### config.mk
export PLATFORM = sky130hd
export DESIGN_NAME = spi_packet_byte_framer_top
export DESIGN_NICKNAME = d
export VERILOG_FILES = /design/src/design/spbf_pkg.sv /design/src/design/spi_packet_byte_framer_top.sv
export SDC_FILE = /design/constraint.sdc
export NUM_CORES = 1
export LEC_CHECK = 0
export ABC_CLOCK_PERIOD_IN_PS = 3200
export BUFFER_PORTS_ARGS = -buffer_cell sky130_fd_sc_hd__buf_2
export CORE_MARGIN = 4
export CORE_UTILIZATION = 56
export DETAILED_ROUTE_END_ITERATION = 16
export PLACE_DENSITY = 0.77
export SYNTH_ARGS = -nofsm -noshare
export SYNTH_HDL_FRONTEND = slang
export SYNTH_SLANG_ARGS = --single-unit
export TNS_END_PERCENT = 50
### constraint.sdc
create_clock -name clk_i -period 3.2 [get_ports clk_i]
set_clock_uncertainty 0.1 [all_clocks]
set_input_delay 0.32 -clock clk_i [delete_from_list [all_inputs] [get_ports clk_i]]
set_output_delay 0.32 -clock clk_i [all_outputs]
set_load 0.02 [all_outputs]
### src/design/spbf_pkg.sv
`default_nettype none
package spbf_pkg;

  localparam int unsigned NumSeg = 6;
  localparam logic [7:0] Flip = 8'h20;

  localparam logic [2:0] CfgStart   = 3'd0;
  localparam logic [2:0] CfgEnd     = 3'd1;
  localparam logic [2:0] CfgChannel = 3'd2;
  localparam logic [2:0] CfgPktEsc  = 3'd3;
  localparam logic [2:0] CfgIdle    = 3'd4;
  localparam logic [2:0] CfgLineEsc = 3'd5;
  localparam logic [2:0] CfgChanNum = 3'd6;

  localparam logic [2:0] SegStart   = 3'd0;
  localparam logic [2:0] SegChannel = 3'd1;
  localparam logic [2:0] SegChanNum = 3'd2;
  localparam logic [2:0] SegEnd     = 3'd3;
  localparam logic [2:0] SegData    = 3'd4;
  localparam logic [2:0] SegFlipped = 3'd5;

  typedef enum logic [5:0] {
    PhHunt   = 6'b000001,
    PhIn     = 6'b000010,
    PhEsc    = 6'b000100,
    PhChan   = 6'b001000,
    PhEop    = 6'b010000,
    PhEopEsc = 6'b100000
  } rx_phase_e;

  typedef struct packed {
    logic       kind;
    logic [7:0] data_byte;
    logic       packet_end;
  } in_t;

  typedef struct packed {
    logic       direction;
    logic [7:0] out_byte;
    logic       payload_last;
    logic       run_last;
  } out_t;

endpackage
`default_nettype wire

### src/design/spi_packet_byte_framer_top.sv
// Channel   Signals                                   Transfer
// in        in_valid_i  in_ready_o  in_data_i         valid && ready at clk_i rise
// out       out_valid_o out_ready_i out_data_o        valid && ready at clk_i rise
// cfg       cfg_we_i cfg_idx_i cfg_data_i             cfg_we_i at clk_i rise
//
// An accepted item is expanded at once into up to six line-layer segments; the
// output stage drains one byte per cycle while out_ready_i is high, one or two per segment.
// Transmit items produce 1 to 12 output bytes, receive items 0 or 1.
// A new item is taken in the cycle the previous item's last byte transfers.
// rst_ni clears framing state and restores register defaults.
// Output stalls hold the segment buffer and block input.
`default_nettype none
module spi_packet_byte_framer_top
  import spbf_pkg::*;
(
  input  wire logic       clk_i,
  input  wire logic       rst_ni,
  input  wire logic       in_valid_i,
  output logic            in_ready_o,
  input  wire in_t        in_data_i,
  output logic            out_valid_o,
  input  wire logic       out_ready_i,
  output out_t            out_data_o,
  input  wire logic       cfg_we_i,
  input  wire logic [2:0] cfg_idx_i,
  input  wire logic [7:0] cfg_data_i
);

  logic [7:0] start_q, end_q, chan_q, pesc_q, idle_q, lesc_q, chnum_q;

  logic      tx_in_pkt_q, tx_in_pkt_d;
  logic      rx_lesc_q, rx_lesc_d;
  rx_phase_e rx_phase_q, rx_phase_d;

  logic [7:0]        seg_byte_q [NumSeg];
  logic [7:0]        seg_byte_d [NumSeg];
  logic [NumSeg-1:0] seg_esc_q, seg_esc_d;
  logic [NumSeg-1:0] mask_q, mask_d, new_mask;
  logic              sub_q, sub_d;
  logic              dir_q, dir_d;
  logic              rx_last_q, rx_last_d;

  logic       in_fire, out_fire, last_take;
  logic [2:0] cur;
  logic [NumSeg-1:0] mask_after;
  logic       special;
  logic [7:0] pb;
  logic       rx_go, rx_res, rx_res_last;
  logic [7:0] rx_res_byte;

  always_comb begin
    cur = '0;
    for (int i = NumSeg - 1; i >= 0; i--) begin
      if (mask_q[i]) cur = 3'(i);
    end
  end

  always_comb begin
    mask_after      = mask_q;
    mask_after[cur] = 1'b0;
  end

  assign out_valid_o = |mask_q;
  assign last_take   = (sub_q || !seg_esc_q[cur]) && (mask_after == '0);
  assign out_fire    = out_valid_o && out_ready_i;
  assign in_ready_o  = !out_valid_o || (out_ready_i && last_take);
  assign in_fire     = in_valid_i && in_ready_o;

  always_comb begin
    out_data_o.direction    = dir_q;
    out_data_o.out_byte     = (seg_esc_q[cur] && !sub_q) ? lesc_q : (seg_byte_q[cur] ^ {8{sub_q}} & Flip);
    out_data_o.payload_last = rx_last_q;
    out_data_o.run_last     = last_take;
  end

  // receive path
  assign pb    = rx_lesc_q ? (in_data_i.data_byte ^ Flip) : in_data_i.data_byte;
  assign rx_go = rx_lesc_q || ((in_data_i.data_byte != idle_q) &&
                               (in_data_i.data_byte != lesc_q));

  always_comb begin
    rx_phase_d  = rx_phase_q;
    rx_res      = 1'b0;
    rx_res_byte = pb;
    rx_res_last = 1'b0;
    rx_lesc_d   = 1'b0;
    if (!rx_lesc_q && (in_data_i.data_byte != idle_q) && (in_data_i.data_byte == lesc_q)) begin
      rx_lesc_d = 1'b1;
    end
    if (rx_go) begin
      unique case (rx_phase_q)
        PhIn: begin
          if (pb == start_q)     rx_phase_d = PhIn;
          else if (pb == end_q)  rx_phase_d = PhEop;
          else if (pb == chan_q) rx_phase_d = PhChan;
          else if (pb == pesc_q) rx_phase_d = PhEsc;
          else                   rx_res     = 1'b1;
        end
        PhEsc: begin
          rx_res      = 1'b1;
          rx_res_byte = pb ^ Flip;
          rx_phase_d  = PhIn;
        end
        PhChan: rx_phase_d = PhIn;
        PhEop: begin
          if (pb == pesc_q) rx_phase_d = PhEopEsc;
          else if (pb == start_q) rx_phase_d = PhIn;
          else begin
            rx_res      = 1'b1;
            rx_res_last = 1'b1;
            rx_phase_d  = PhHunt;
          end
        end
        PhEopEsc: begin
          rx_res      = 1'b1;
          rx_res_byte = pb ^ Flip;
          rx_res_last = 1'b1;
          rx_phase_d  = PhHunt;
        end
        default: rx_phase_d = (pb == start_q) ? PhIn : PhHunt;
      endcase
    end
  end

  // transmit segment build
  assign special = (in_data_i.data_byte == start_q) || (in_data_i.data_byte == end_q) ||
                   (in_data_i.data_byte == chan_q) || (in_data_i.data_byte == pesc_q);

  always_comb begin
    seg_byte_d = seg_byte_q;
    seg_esc_d  = seg_esc_q;
    new_mask   = '0;
    dir_d      = dir_q;
    rx_last_d  = rx_last_q;
    if (in_data_i.kind == 1'b0) begin
      seg_byte_d[SegStart]   = start_q;
      seg_byte_d[SegChannel] = chan_q;
      seg_byte_d[SegChanNum] = chnum_q;
      seg_byte_d[SegEnd]     = end_q;
      seg_byte_d[SegData]    = special ? pesc_q : in_data_i.data_byte;
      seg_byte_d[SegFlipped] = in_data_i.data_byte ^ Flip;
      new_mask[SegStart]     = !tx_in_pkt_q;
      new_mask[SegChannel]   = !tx_in_pkt_q;
      new_mask[SegChanNum]   = !tx_in_pkt_q;
      new_mask[SegEnd]       = in_data_i.packet_end;
      new_mask[SegData]      = 1'b1;
      new_mask[SegFlipped]   = special;
      for (int i = 0; i < NumSeg; i++) begin
        seg_esc_d[i] = (seg_byte_d[i] == idle_q) || (seg_byte_d[i] == lesc_q);
      end
      dir_d     = 1'b0;
      rx_last_d = 1'b0;
    end else begin
      seg_byte_d[SegStart] = rx_res_byte;
      seg_esc_d            = '0;
      new_mask[SegStart]   = rx_res;
      dir_d                = 1'b1;
      rx_last_d            = rx_res_last;
    end
  end

  always_comb begin
    mask_d      = mask_q;
    sub_d       = sub_q;
    tx_in_pkt_d = tx_in_pkt_q;
    if (out_fire) begin
      if (seg_esc_q[cur] && !sub_q) begin
        sub_d = 1'b1;
      end else begin
        sub_d  = 1'b0;
        mask_d = mask_after;
      end
    end
    if (in_fire) begin
      mask_d = new_mask;
      sub_d  = 1'b0;
      if (in_data_i.kind == 1'b0) tx_in_pkt_d = !in_data_i.packet_end;
    end
  end

  always_ff @(posedge clk_i or negedge rst_ni) begin
    if (!rst_ni) begin
      mask_q      <= '0;
      sub_q       <= 1'b0;
      tx_in_pkt_q <= 1'b0;
      rx_lesc_q   <= 1'b0;
      rx_phase_q  <= PhHunt;
    end else begin
      mask_q      <= mask_d;
      sub_q       <= sub_d;
      tx_in_pkt_q <= tx_in_pkt_d;
      if (in_fire && in_data_i.kind) begin
        rx_lesc_q  <= rx_lesc_d;
        rx_phase_q <= rx_phase_d;
      end
    end
  end

  always_ff @(posedge clk_i) begin
    if (in_fire) begin
      seg_byte_q <= seg_byte_d;
      seg_esc_q  <= seg_esc_d;
      dir_q      <= dir_d;
      rx_last_q  <= rx_last_d;
    end
  end

  always_ff @(posedge clk_i or negedge rst_ni) begin
    if (!rst_ni) begin
      start_q <= 8'd122;
      end_q   <= 8'd123;
      chan_q  <= 8'd124;
      pesc_q  <= 8'd125;
      idle_q  <= 8'd74;
      lesc_q  <= 8'd77;
      chnum_q <= 8'd0;
    end else if (cfg_we_i) begin
      unique case (cfg_idx_i)
        CfgStart:   start_q <= cfg_data_i;
        CfgEnd:     end_q   <= cfg_data_i;
        CfgChannel: chan_q  <= cfg_data_i;
        CfgPktEsc:  pesc_q  <= cfg_data_i;
        CfgIdle:    idle_q  <= cfg_data_i;
        CfgLineEsc: lesc_q  <= cfg_data_i;
        CfgChanNum: chnum_q <= cfg_data_i;
        default: ;
      endcase
    end
  end

`ifndef SYNTH
  a_ready_when_empty: assert property (@(posedge clk_i) disable iff (!rst_ni)
    !out_valid_o |-> in_ready_o) else $error("input blocked with empty buffer");

  a_drain_after_last: assert property (@(posedge clk_i) disable iff (!rst_ni)
    (out_fire && out_data_o.run_last && !in_fire) |=> !out_valid_o)
    else $error("bytes left after run_last");

  a_tx_has_output: assert property (@(posedge clk_i) disable iff (!rst_ni)
    (in_fire && !in_data_i.kind) |=> (out_valid_o && !out_data_o.direction))
    else $error("transmit item produced nothing");

  a_rx_single: assert property (@(posedge clk_i) disable iff (!rst_ni)
    (out_valid_o && out_data_o.direction) |-> out_data_o.run_last)
    else $error("receive item produced more than one byte");
`endif

endmodule
`default_nettype wire
# Word-level counts from Yosys, hierarchy flattened
# Cells that the tools add are included.
[word_totals]
out_inout_bits = 13
mem_bits_rw = 0
mem_bits_ro = 0
register_bits = 127
n_memories = 0
in_bits = 26
word_cells = 157
latch_bits = 0
[op_classes]
div_mod_pow = 0
mux = 45
shifts = 0
mul = 0
n_addsub = 0
n_bitwise = 7
n_lt_le_gt_ge = 3
eq_ne = 36
reduce_logical = 45
[ops]
columns = ["op", "count"]
rows = [
  ["$eq A8 B8 Y1", 21],
  ["$mux W6", 11],
  ["$mux W8", 5],
  ["$bmux W8 S3", 1],
  ["$pmux W6 S4", 1],
  ["$reduce_and A2 Y1", 10],
  ["$mux W3", 6],
  ["$ne A8 B8 Y1", 2],
  ["$mux W1", 15],
  ["$logic_or A1 B1 Y1", 12],
  ["$logic_and A1 B1 Y1", 10],
  ["$eq A3 B3 Y1 const B", 3],
  ["$xor A8 B6 Y8", 1],
  ["$and A6 B6 Y6", 1],
  ["$eq A3 B2 Y1 const B", 2],
  ["$eq A6 B2 Y1 const B", 1],
  ["$eq A6 B3 Y1 const B", 1],
  ["$eq A6 B4 Y1 const B", 1],
  ["$eq A6 B5 Y1 const B", 1],
  ["$eq A6 B6 Y1 const B", 1],
  ["$logic_not A1 Y1", 6],
  ["$logic_not A6 Y1", 1],
  ["$not A6 Y6", 1],
  ["$reduce_or A6 Y1", 1],
  ["other kinds (18)", 21],
]

# Depth between registers and ports, before layout
# Gate-level depths: netlist of run 1.
[depth]
word_depth = 19
depth_mapped = 11
mapped_depth_nobuf = 10

# Worst setup path before layout of run 1
# No wires, ideal clock.
[synth_path]
path_type = "reg-to-reg"
from = "register mask_q[3]"
to = "register seg_byte_q[0] (netlist name), enable pin"
setup_slack_ns = -0.174
t_arrival_ns = 2.879
path_stages_with_launch = 10
path_buffers = 1
synth_period_minus_slack_ns = 3.374
setup_time_ns = 0.396
t_required_ns = 2.704
path_cell_list = "dfrtp_1 > buf_6 > or4_4 > a211oi_1 > a211o_2 > a31o_4 > nand2_4 > inv_2 > nand2b_1 > inv_1"
[synth_via]
elab_chain_len = 16
elab_cells_between_ends = 23
classes_between = "2 x order compare; 8 x mux; 2 x bitwise; 11 x reduce/logical"
[synth_rtl]
columns = ["item", "line", "rtl"]
rows = [
  ["from (decl)", "spi_packet_byte_framer_top.sv:38", "logic [NumSeg-1:0] mask_q, mask_d, new_mask;"],
  ["from (signal assigned)", "spi_packet_byte_framer_top.sv:189", "mask_q <= mask_d;"],
  ["$mux W3 (4 in series)", "spi_packet_byte_framer_top.sv:54", "if (mask_q[i]) cur = 3'(i);"],
  ["$lt A3 B4 Y1 (not written as such) or $ge A3 B1 Y1 (tied branches)", "spi_packet_byte_framer_top.sv:60", "mask_after[cur] = 1'b0;"],
  ["$logic_and A1 B1 Y1 (not written as such)", "spi_packet_byte_framer_top.sv:60", ""],
  ["$mux W1 (not written as such)", "spi_packet_byte_framer_top.sv:60", ""],
  ["$demux W1 S3", "spi_packet_byte_framer_top.sv:60", ""],
  ["$not A6 Y6 (no source line)", "n/a", ""],
  ["$and A6 B6 Y6 (no source line)", "n/a", ""],
  ["$logic_not A6 Y1", "spi_packet_byte_framer_top.sv:64", "assign last_take = (sub_q || !seg_esc_q[cur]) && (mask_after == '0);"],
  ["$logic_and A1 B1 Y1", "spi_packet_byte_framer_top.sv:64", ""],
  ["$logic_and A1 B1 Y1", "spi_packet_byte_framer_top.sv:66", "assign in_ready_o = !out_valid_o || (out_ready_i && last_take);"],
  ["$logic_or A1 B1 Y1 *", "spi_packet_byte_framer_top.sv:66", ""],
  ["named net in_ready_o", "spi_packet_byte_framer_top.sv:19", "output logic in_ready_o,"],
  ["$logic_and A1 B1 Y1 *", "spi_packet_byte_framer_top.sv:67", "assign in_fire = in_valid_i && in_ready_o;"],
  ["$reduce_and A2 Y1 (no source line) *", "n/a", ""],
  ["to (signal assigned)", "spi_packet_byte_framer_top.sv:201", "seg_byte_q <= seg_byte_d;"],
  ["to (decl)", "spi_packet_byte_framer_top.sv:35", "logic [7:0] seg_byte_q [NumSeg];"],
]
# The timed path passes the listed nets; every way through them passes the cells marked *. The select of a mux whose other input is x is not followed.
# A chain may end at the register's enable or synchronous reset.

==> flow_metrics.tcl, run 1 <==
set metrics [dict create \
    fmax_mhz 318.9 \
    rrSetupSlack_ns 0.37 \
    drc 0 \
    ys_seq_elements 127 \
    fin_nets 725 \
    routed_wl_mm 21.09 \
    gr-total-overflow 0 \
    stdcell_count 885 \
    cp-startpoint "mask_q[4]" \
    finalSetupViolCount 0 \
    grtUsageTotal_pct 29.44 \
    end_kind "output port" \
    ys_warn_count 0 \
    worst_path_max_delay_cell "a222oi_1" \
    drt_iter0_drc 604 \
    drive_above_1_share_pct 31.60 \
    avgRoutedWirePerCell_um 23.82 \
    dr.pass1.iters 5 \
    finalCritPeriodShare_pct 97.98 \
    place_inst 848 \
    grt_pass1_wl_mm 32.31 \
    die_y_um 123.0 \
    ys_seq_area_share_pct 47.18 \
    clk_pin_slew_ns 0.05 \
    grt_start_max_net_pins 43 \
    ant_nets 0 \
    cp_max_fo 8 \
    pin_count 39 \
    finalHoldViolations 0 \
    path_class "reg -> out" \
    seq_area_um2 3497 \
    portBuffers 38 \
    cts_root_buffer "clkbuf_16" \
    hp-class "in -> reg" \
    grt_pass1_vias 5544 \
    insertion_delay_ns 0.42 \
    leakagePower_nw 3.325 \
    path_cells "inv_1 -> a21oi_1 -> nor2_1 -> o21bai_1 -> buf_6 -> mux2_2 -> a222oi_1 -> o211ai_1 -> o21a_1 -> buf_2" \
    start_util_pct 58.01 \
    min_from "in_data_i[0]" \
    area_growth_syn_to_layout_pct 13.86 \
    outcome "complete, no violations" \
    layout_commonest_cell "xor2_1" \
    fp.dieArea_um2 15140 \
    synth_cell_types 70 \
    rows 41 \
    syn_area_per_cell_um2 11.24 \
    fin_crit_ns 3.135 \
    ys.flop_type "edfxtp_1" \
    async_flop_share_pct 55.91 \
    vdd_drop_max_mv 0.4321 \
    powerDensity_nw_per_um2 914.6 \
    cp-start-kind "flop" \
    cts_buffers 17 \
    slew_violations 0 \
    cp_slowest_stage_delay_ns 0.45 \
    slew-limit-headroom_pct 39.44 \
    place_hpwl_mm 15.43 \
    synth.cell_area_um2 7410 \
    multi_input_area_um2 3572 \
    htree_num_levels 4 \
    nFillCells 966 \
    die_w_um 123.0 \
    cts.sinks 127 \
    tightest_slew_ns 0.9084 \
    worstReg2RegStart "end_q[0]" \
    place.gp.congestion 0.9721 \
    core_um2 12770 \
    antenna_found_initial 1 \
    fin_tns_setup_ns 0 \
    via_count 5537 \
    cts_tree "built" \
    rsz0062_at_grt "no" \
    synth_edf_count 56 \
    clockBufferDepth 2 \
    syn_inst 659 \
    final_cell_mix "xor2_1 (102), mux2_2 (71), edfxtp_1 (56), nand2_1 (46), dfrtp_1 (40)" \
    critPathRequiredTime_ns 2.78 \
    syn-num-nets 685 \
    maxCapViolations 0 \
    viasPerCell 6.256 \
    cp_data_arrival_time_ns 2.72 \
]
==> power by group <==
group	switching [W]	leakage [nW]	total, W	internal [W]
combinational	0.00176	1.69	0.00301	0.00126
clock	0.000732	0.299	0.00197	0.00123
sequential	0.000526	1.34	0.00274	0.00221
==> worst max-delay path: cells and delay by family, from the launching register on <==
kind / cells / cell delay (ns)
buffers and inverters: 3 / 0.38
multiplexers: 1 / 0.33
flip-flops: 1 / 0.44
AO/OA/AOI/OAI: 5 / 1.07
AND/OR/NAND/NOR: 1 / 0.06
==> registers in the layout (all words and copies together) (netlist names) <==
| name | count |
|---|---|
| chan_q | 8 |
| chnum_q | 8 |
| dir_q | 1 |
| end_q | 8 |
| idle_q | 8 |
| lesc_q | 8 |
| mask_q | 6 |
| pesc_q | 8 |
| rx_last_q | 1 |
| rx_lesc_q | 1 |
| rx_phase_q | 6 |
| seg_byte_q | 48 |
| seg_esc_q | 6 |
| start_q | 8 |
| sub_q | 1 |
| tx_in_pkt_q | 1 |
==> kinds of logic (layout without fill, tap and decap cells) <==
logic type      Yosys count  count (layout)  synth area share (%)
fa+ha+maj                 1               1                0.1351
buf+inv                  73             126                 4.643
flops                   127             127                 47.18
mux                      80              80                 12.02
other cells               0               1                     0
compound gates           89              89                 8.849
xor+xnor                128             128                 15.33
simple gates            161             161                 11.84
==> layout make-up <==
type | count | area share, %
antenna | 1 | 0.02966
tap | 172 | 2.551
sequential | 127 | 41.45
inverter | 24 | 1.112
timing repair buffer | 70 | 5.324
multi-input combinational | 459 | 42.34
clock buffer | 20 | 5.665
clock inverter | 12 | 1.528
==> metrics by stage <==
stage	hold slack (ns)	setup slack (ns)	area [um^2]	util (%)	total power, W
after floorplan	-0.07559	0.1187	7413	-	0.004681
after global routing	0.01822	0.01148	8437	66.05	0.008100
final	0.01165	0.06452	8437	66.05	0.007717
after global placement	0.3823	0.3903	7787	60.97	0.005583
after CTS	0.003656	0.03245	8406	65.80	0.007644
after detailed placement	0.3976	0.3513	7787	60.97	0.005662
==> cells in the mapped netlist, drive strengths merged (7+ instances only) <==
cell    count  area [um^2]
a21oi       9        45.04
a222oi      8        80.08
buf        29        178.9
clkbuf     20        75.07
dfrtp      41         1026
dfstp      30        788.3
edfxtp     56         1682
inv        24        90.08
mux2       72        810.8
mux2i       8        80.08
nand2      47        183.9
nand3       7        35.03
nand4       8        71.32
nor2       33        123.9
nor3       12        71.32
nor4       22        143.9
o21ai      24        120.1
xnor2      26        242.7
xor2      102        893.4
==> routing by layer <==
layer	wire, um	GRT usage [%]	share of wire (%)	up-vias
li1	-	-	-	2446
met5	0	0	0	-
met3	1894	7.914	9.0	66
met4	768	12.32	3.6	0
met1	8818	39.75	42	2732
met2	9603	45.13	46	293
==> final timing paths <==
kind / end / cells after the start
setup reg to reg: seg_esc_q[4] / 8
hold / removal: tx_in_pkt_q / 2
hold reg to reg: mask_q[2] / 1
max in group asynchronous: start_q[3] / 3
min in group asynchronous: mask_q[5] / 2
setup / recovery: out_data_o[8] / 10
==> repair_timing <==
item                                    CTS  global route
setup buffers                             0             3
hold buffers                              1             0
gates resized for setup                   1             2
hold endpoints to repair                 22             0
endpoints found under the setup margin    1             2
pin swaps                                 1             1
(Power assumes the default switching activity.)
==> run 2: changes to the inputs <==
--- a/config.mk
+++ b/config.mk
@@ -5,12 +5,13 @@
 export SDC_FILE = /design/constraint.sdc
 export NUM_CORES = 1
 export LEC_CHECK = 0
-export ABC_CLOCK_PERIOD_IN_PS = 3200
+export ABC_CLOCK_PERIOD_IN_PS = 3500
 export BUFFER_PORTS_ARGS = -buffer_cell sky130_fd_sc_hd__buf_2
 export CORE_MARGIN = 4
 export CORE_UTILIZATION = 56
 export DETAILED_ROUTE_END_ITERATION = 16
-export PLACE_DENSITY = 0.77
+export MAX_ROUTING_LAYER = met4
+export PLACE_DENSITY = 0.74
 export SYNTH_ARGS = -nofsm -noshare
 export SYNTH_HDL_FRONTEND = slang
 export SYNTH_SLANG_ARGS = --single-unit
==> constraint.sdc (replaced) <==
create_clock -name clk_i -period 3.5 [get_ports clk_i]
set_clock_uncertainty 0.1 [all_clocks]
set_input_delay 0.35 -clock clk_i [delete_from_list [all_inputs] [get_ports clk_i]]
set_output_delay 0.35 -clock clk_i [all_outputs]
set_load 0.02 [all_outputs]
==> flow_metrics.tcl, run 2 (synthesis gave the netlist of run 1 again) <==
set metrics [dict create \
    maxCapViolations 0 \
    cp-start-kind "flop" \
    cp_max_fo 13 \
    cp_num_cells 7 \
    final_cell_mix "xor2_1 (102), mux2_2 (71), edfxtp_1 (56), nand2_1 (46), dfrtp_1 (41)" \
    largest_register_ffs 48 \
    drc 0 \
    end_kind "output port" \
    r2r-end "rx_lesc_q" \
    core_um2 12770 \
    fin_tns_setup_ns 0 \
    path_cells "or3_1 -> nor2_1 -> o21ai_0 -> nor2_1 -> a222oi_1 -> a41oi_1 -> buf_2" \
    nFillCells 1046 \
    cts_buffers 17 \
    worstReg2RegStart "mask_q[0]" \
    cpLargestDelayFamily "simple AND/OR/NAND/NOR gates" \
    die_w_um 123.0 \
    routed_wl_mm 20.88 \
    portBuffers 38 \
    slew_violations 0 \
    rows 41 \
    outcome "complete, no violations" \
    path_class "reg -> out" \
    avgRoutedWirePerCell_um 23.91 \
    powerDensity_nw_per_um2 824.0 \
    start_util_pct 58.01 \
    place_area_um2 7724 \
    pin_count 39 \
    tightest_slew_ns 0.9535 \
    worstRegToRegCells 9 \
    critPathRequiredTime_ns 3.05 \
    holdWs_ns 0.05032 \
    ant_nets 0 \
    gr-total-overflow 0 \
    rsz0062_at_grt "no" \
    fp.dieArea_um2 15140 \
    place_hpwl_mm 15.27 \
    htree_num_levels 4 \
    cp_data_arrival_time_ns 2.78 \
    vdd_drop_max_mv 0.4202 \
    leakagePower_nw 3.267 \
    cts_tree "built" \
    largest-register "seg_byte_q" \
    slew-limit-headroom_pct 35.85 \
    crit_path_frequent_cell "nor2_1" \
    die_y_um 123.0 \
    endpoint "out_data_o[4]" \
    finalCritPeriodShare_pct 92.19 \
    rrSetupSlack_ns 0.51 \
    layout_commonest_cell "xor2_1" \
    fin_crit_ns 3.227 \
    cp_slowest_stage_delay_ns 0.52 \
    finalHoldViolations 0 \
    cts_root_buffer "clkbuf_16" \
    clockBufferDepth 2 \
    fin_area_um2 8313 \
    area_growth_syn_to_layout_pct 12.19 \
    num_antenna_cells 0 \
    hp-class "in -> reg" \
    via_count 5453 \
    clk_pin_slew_ns 0.05 \
    viasPerCell 6.246 \
    finalSetupViolCount 0 \
    fin_nets 714 \
    grtUsageTotal_pct 30.37 \
    fmax_mhz 309.9 \
    antenna_found_initial 0 \
    post_cts_buffers 0 \
    cp-startpoint "mask_q[0]" \
    grt_start_max_net_pins 43 \
    drt_iter0_drc 735 \
    worst_path_max_delay_cell "dfrtp_1" \
    insertion_delay_ns 0.42 \
    grt_pass1_vias 5365 \
    grt_pass1_wl_mm 32.39 \
    place.gp.congestion 0.9768 \
    drive_above_1_share_pct 29.24 \
    path_buf_inv 1 \
    cts.sinks 127 \
    dr.pass1.iters 6 \
]
run 2: cell count changes in the layout (fill, tap and decap cells not counted), moves of 2 or more:
cell	change
buf_4	-10
clkbuf_1	+2
clkbuf_8	-2
clkinv_1	+4
clkinv_4	+2
clkinvlp_4	-3
inv_4	-2
inv_6	-2
run 2: worst min-delay path by stage:
stage	start	to	slack, ns	cells after the start
after detailed placement	rst_ni	sub_q	0.41	1
after global placement	rst_ni	sub_q	0.39	1
after global routing	in_data_i[0]	tx_in_pkt_q	0.05	2
after CTS	in_data_i[0]	mask_q[3]	0.04	3
after floorplan	rst_ni	chan_q[0]	-0.05	0
final	in_data_i[0]	mask_q[3]	0.05	3
run 2: report_power, final:
part | internal (W) | total [W] | switching, W
Clock | 0.00111 | 0.00173 | 0.000620
Sequential | 0.00202 | 0.00254 | 0.000520
Combinational | 0.00106 | 0.00258 | 0.00152
Total | 0.00419 | 0.00685 | 0.00266
run 2: metrics by stage:
step / utilization, % / power, W / cells / setup WS, ns
after floorplan: - / 0.004279 / 659 / 0.1256
after CTS: 65.08 / 0.006857 / 873 / 0.2762
after global placement: 60.47 / 0.005055 / 840 / 0.5832
after global routing: 65.08 / 0.007225 / 873 / 0.1273
final: 65.08 / 0.006850 / 873 / 0.2734
after detailed placement: 60.47 / 0.005122 / 840 / 0.5065
run 2: timing repair:
action / 4_1_cts / 5_1_grt
gates resized for setup: 0 / 0
hold endpoints to repair: 18 / 0
hold buffers: 1 / 0
run 2: worst register-to-register path, cell delays in order, from the launching register on:
cell	delay (ns)
dfrtp_1	0.52
or4b_1	0.58
o221ai_1	0.23
a211o_2	0.36
a31o_4	0.23
nand2_4	0.09
inv_2	0.07
buf_4	0.25
nand2_1	0.11
o41ai_1	0.34
run 2: routing by layer:
metal / vias up / GRT usage [%] / wire length, um
li1: 2420 / - / -
met1: 2694 / 40.99 / 8902
met2: 283 / 45.54 / 9517
met3: 56 / 5.306 / 1621
met4: 0 / 13.08 / 835
met5: - / - / 0
run 2: cell type report:
type	instances	area, um^2	area share (%)
clock buffer	19	432.9	5.208
clock inverter	13	146.4	1.761
inverter	24	90.09	1.084
multi-input combinational	459	3570	42.94
sequential	127	3496	42.05
tap	172	215.2	2.589
timing repair buffer	59	362.8	4.365
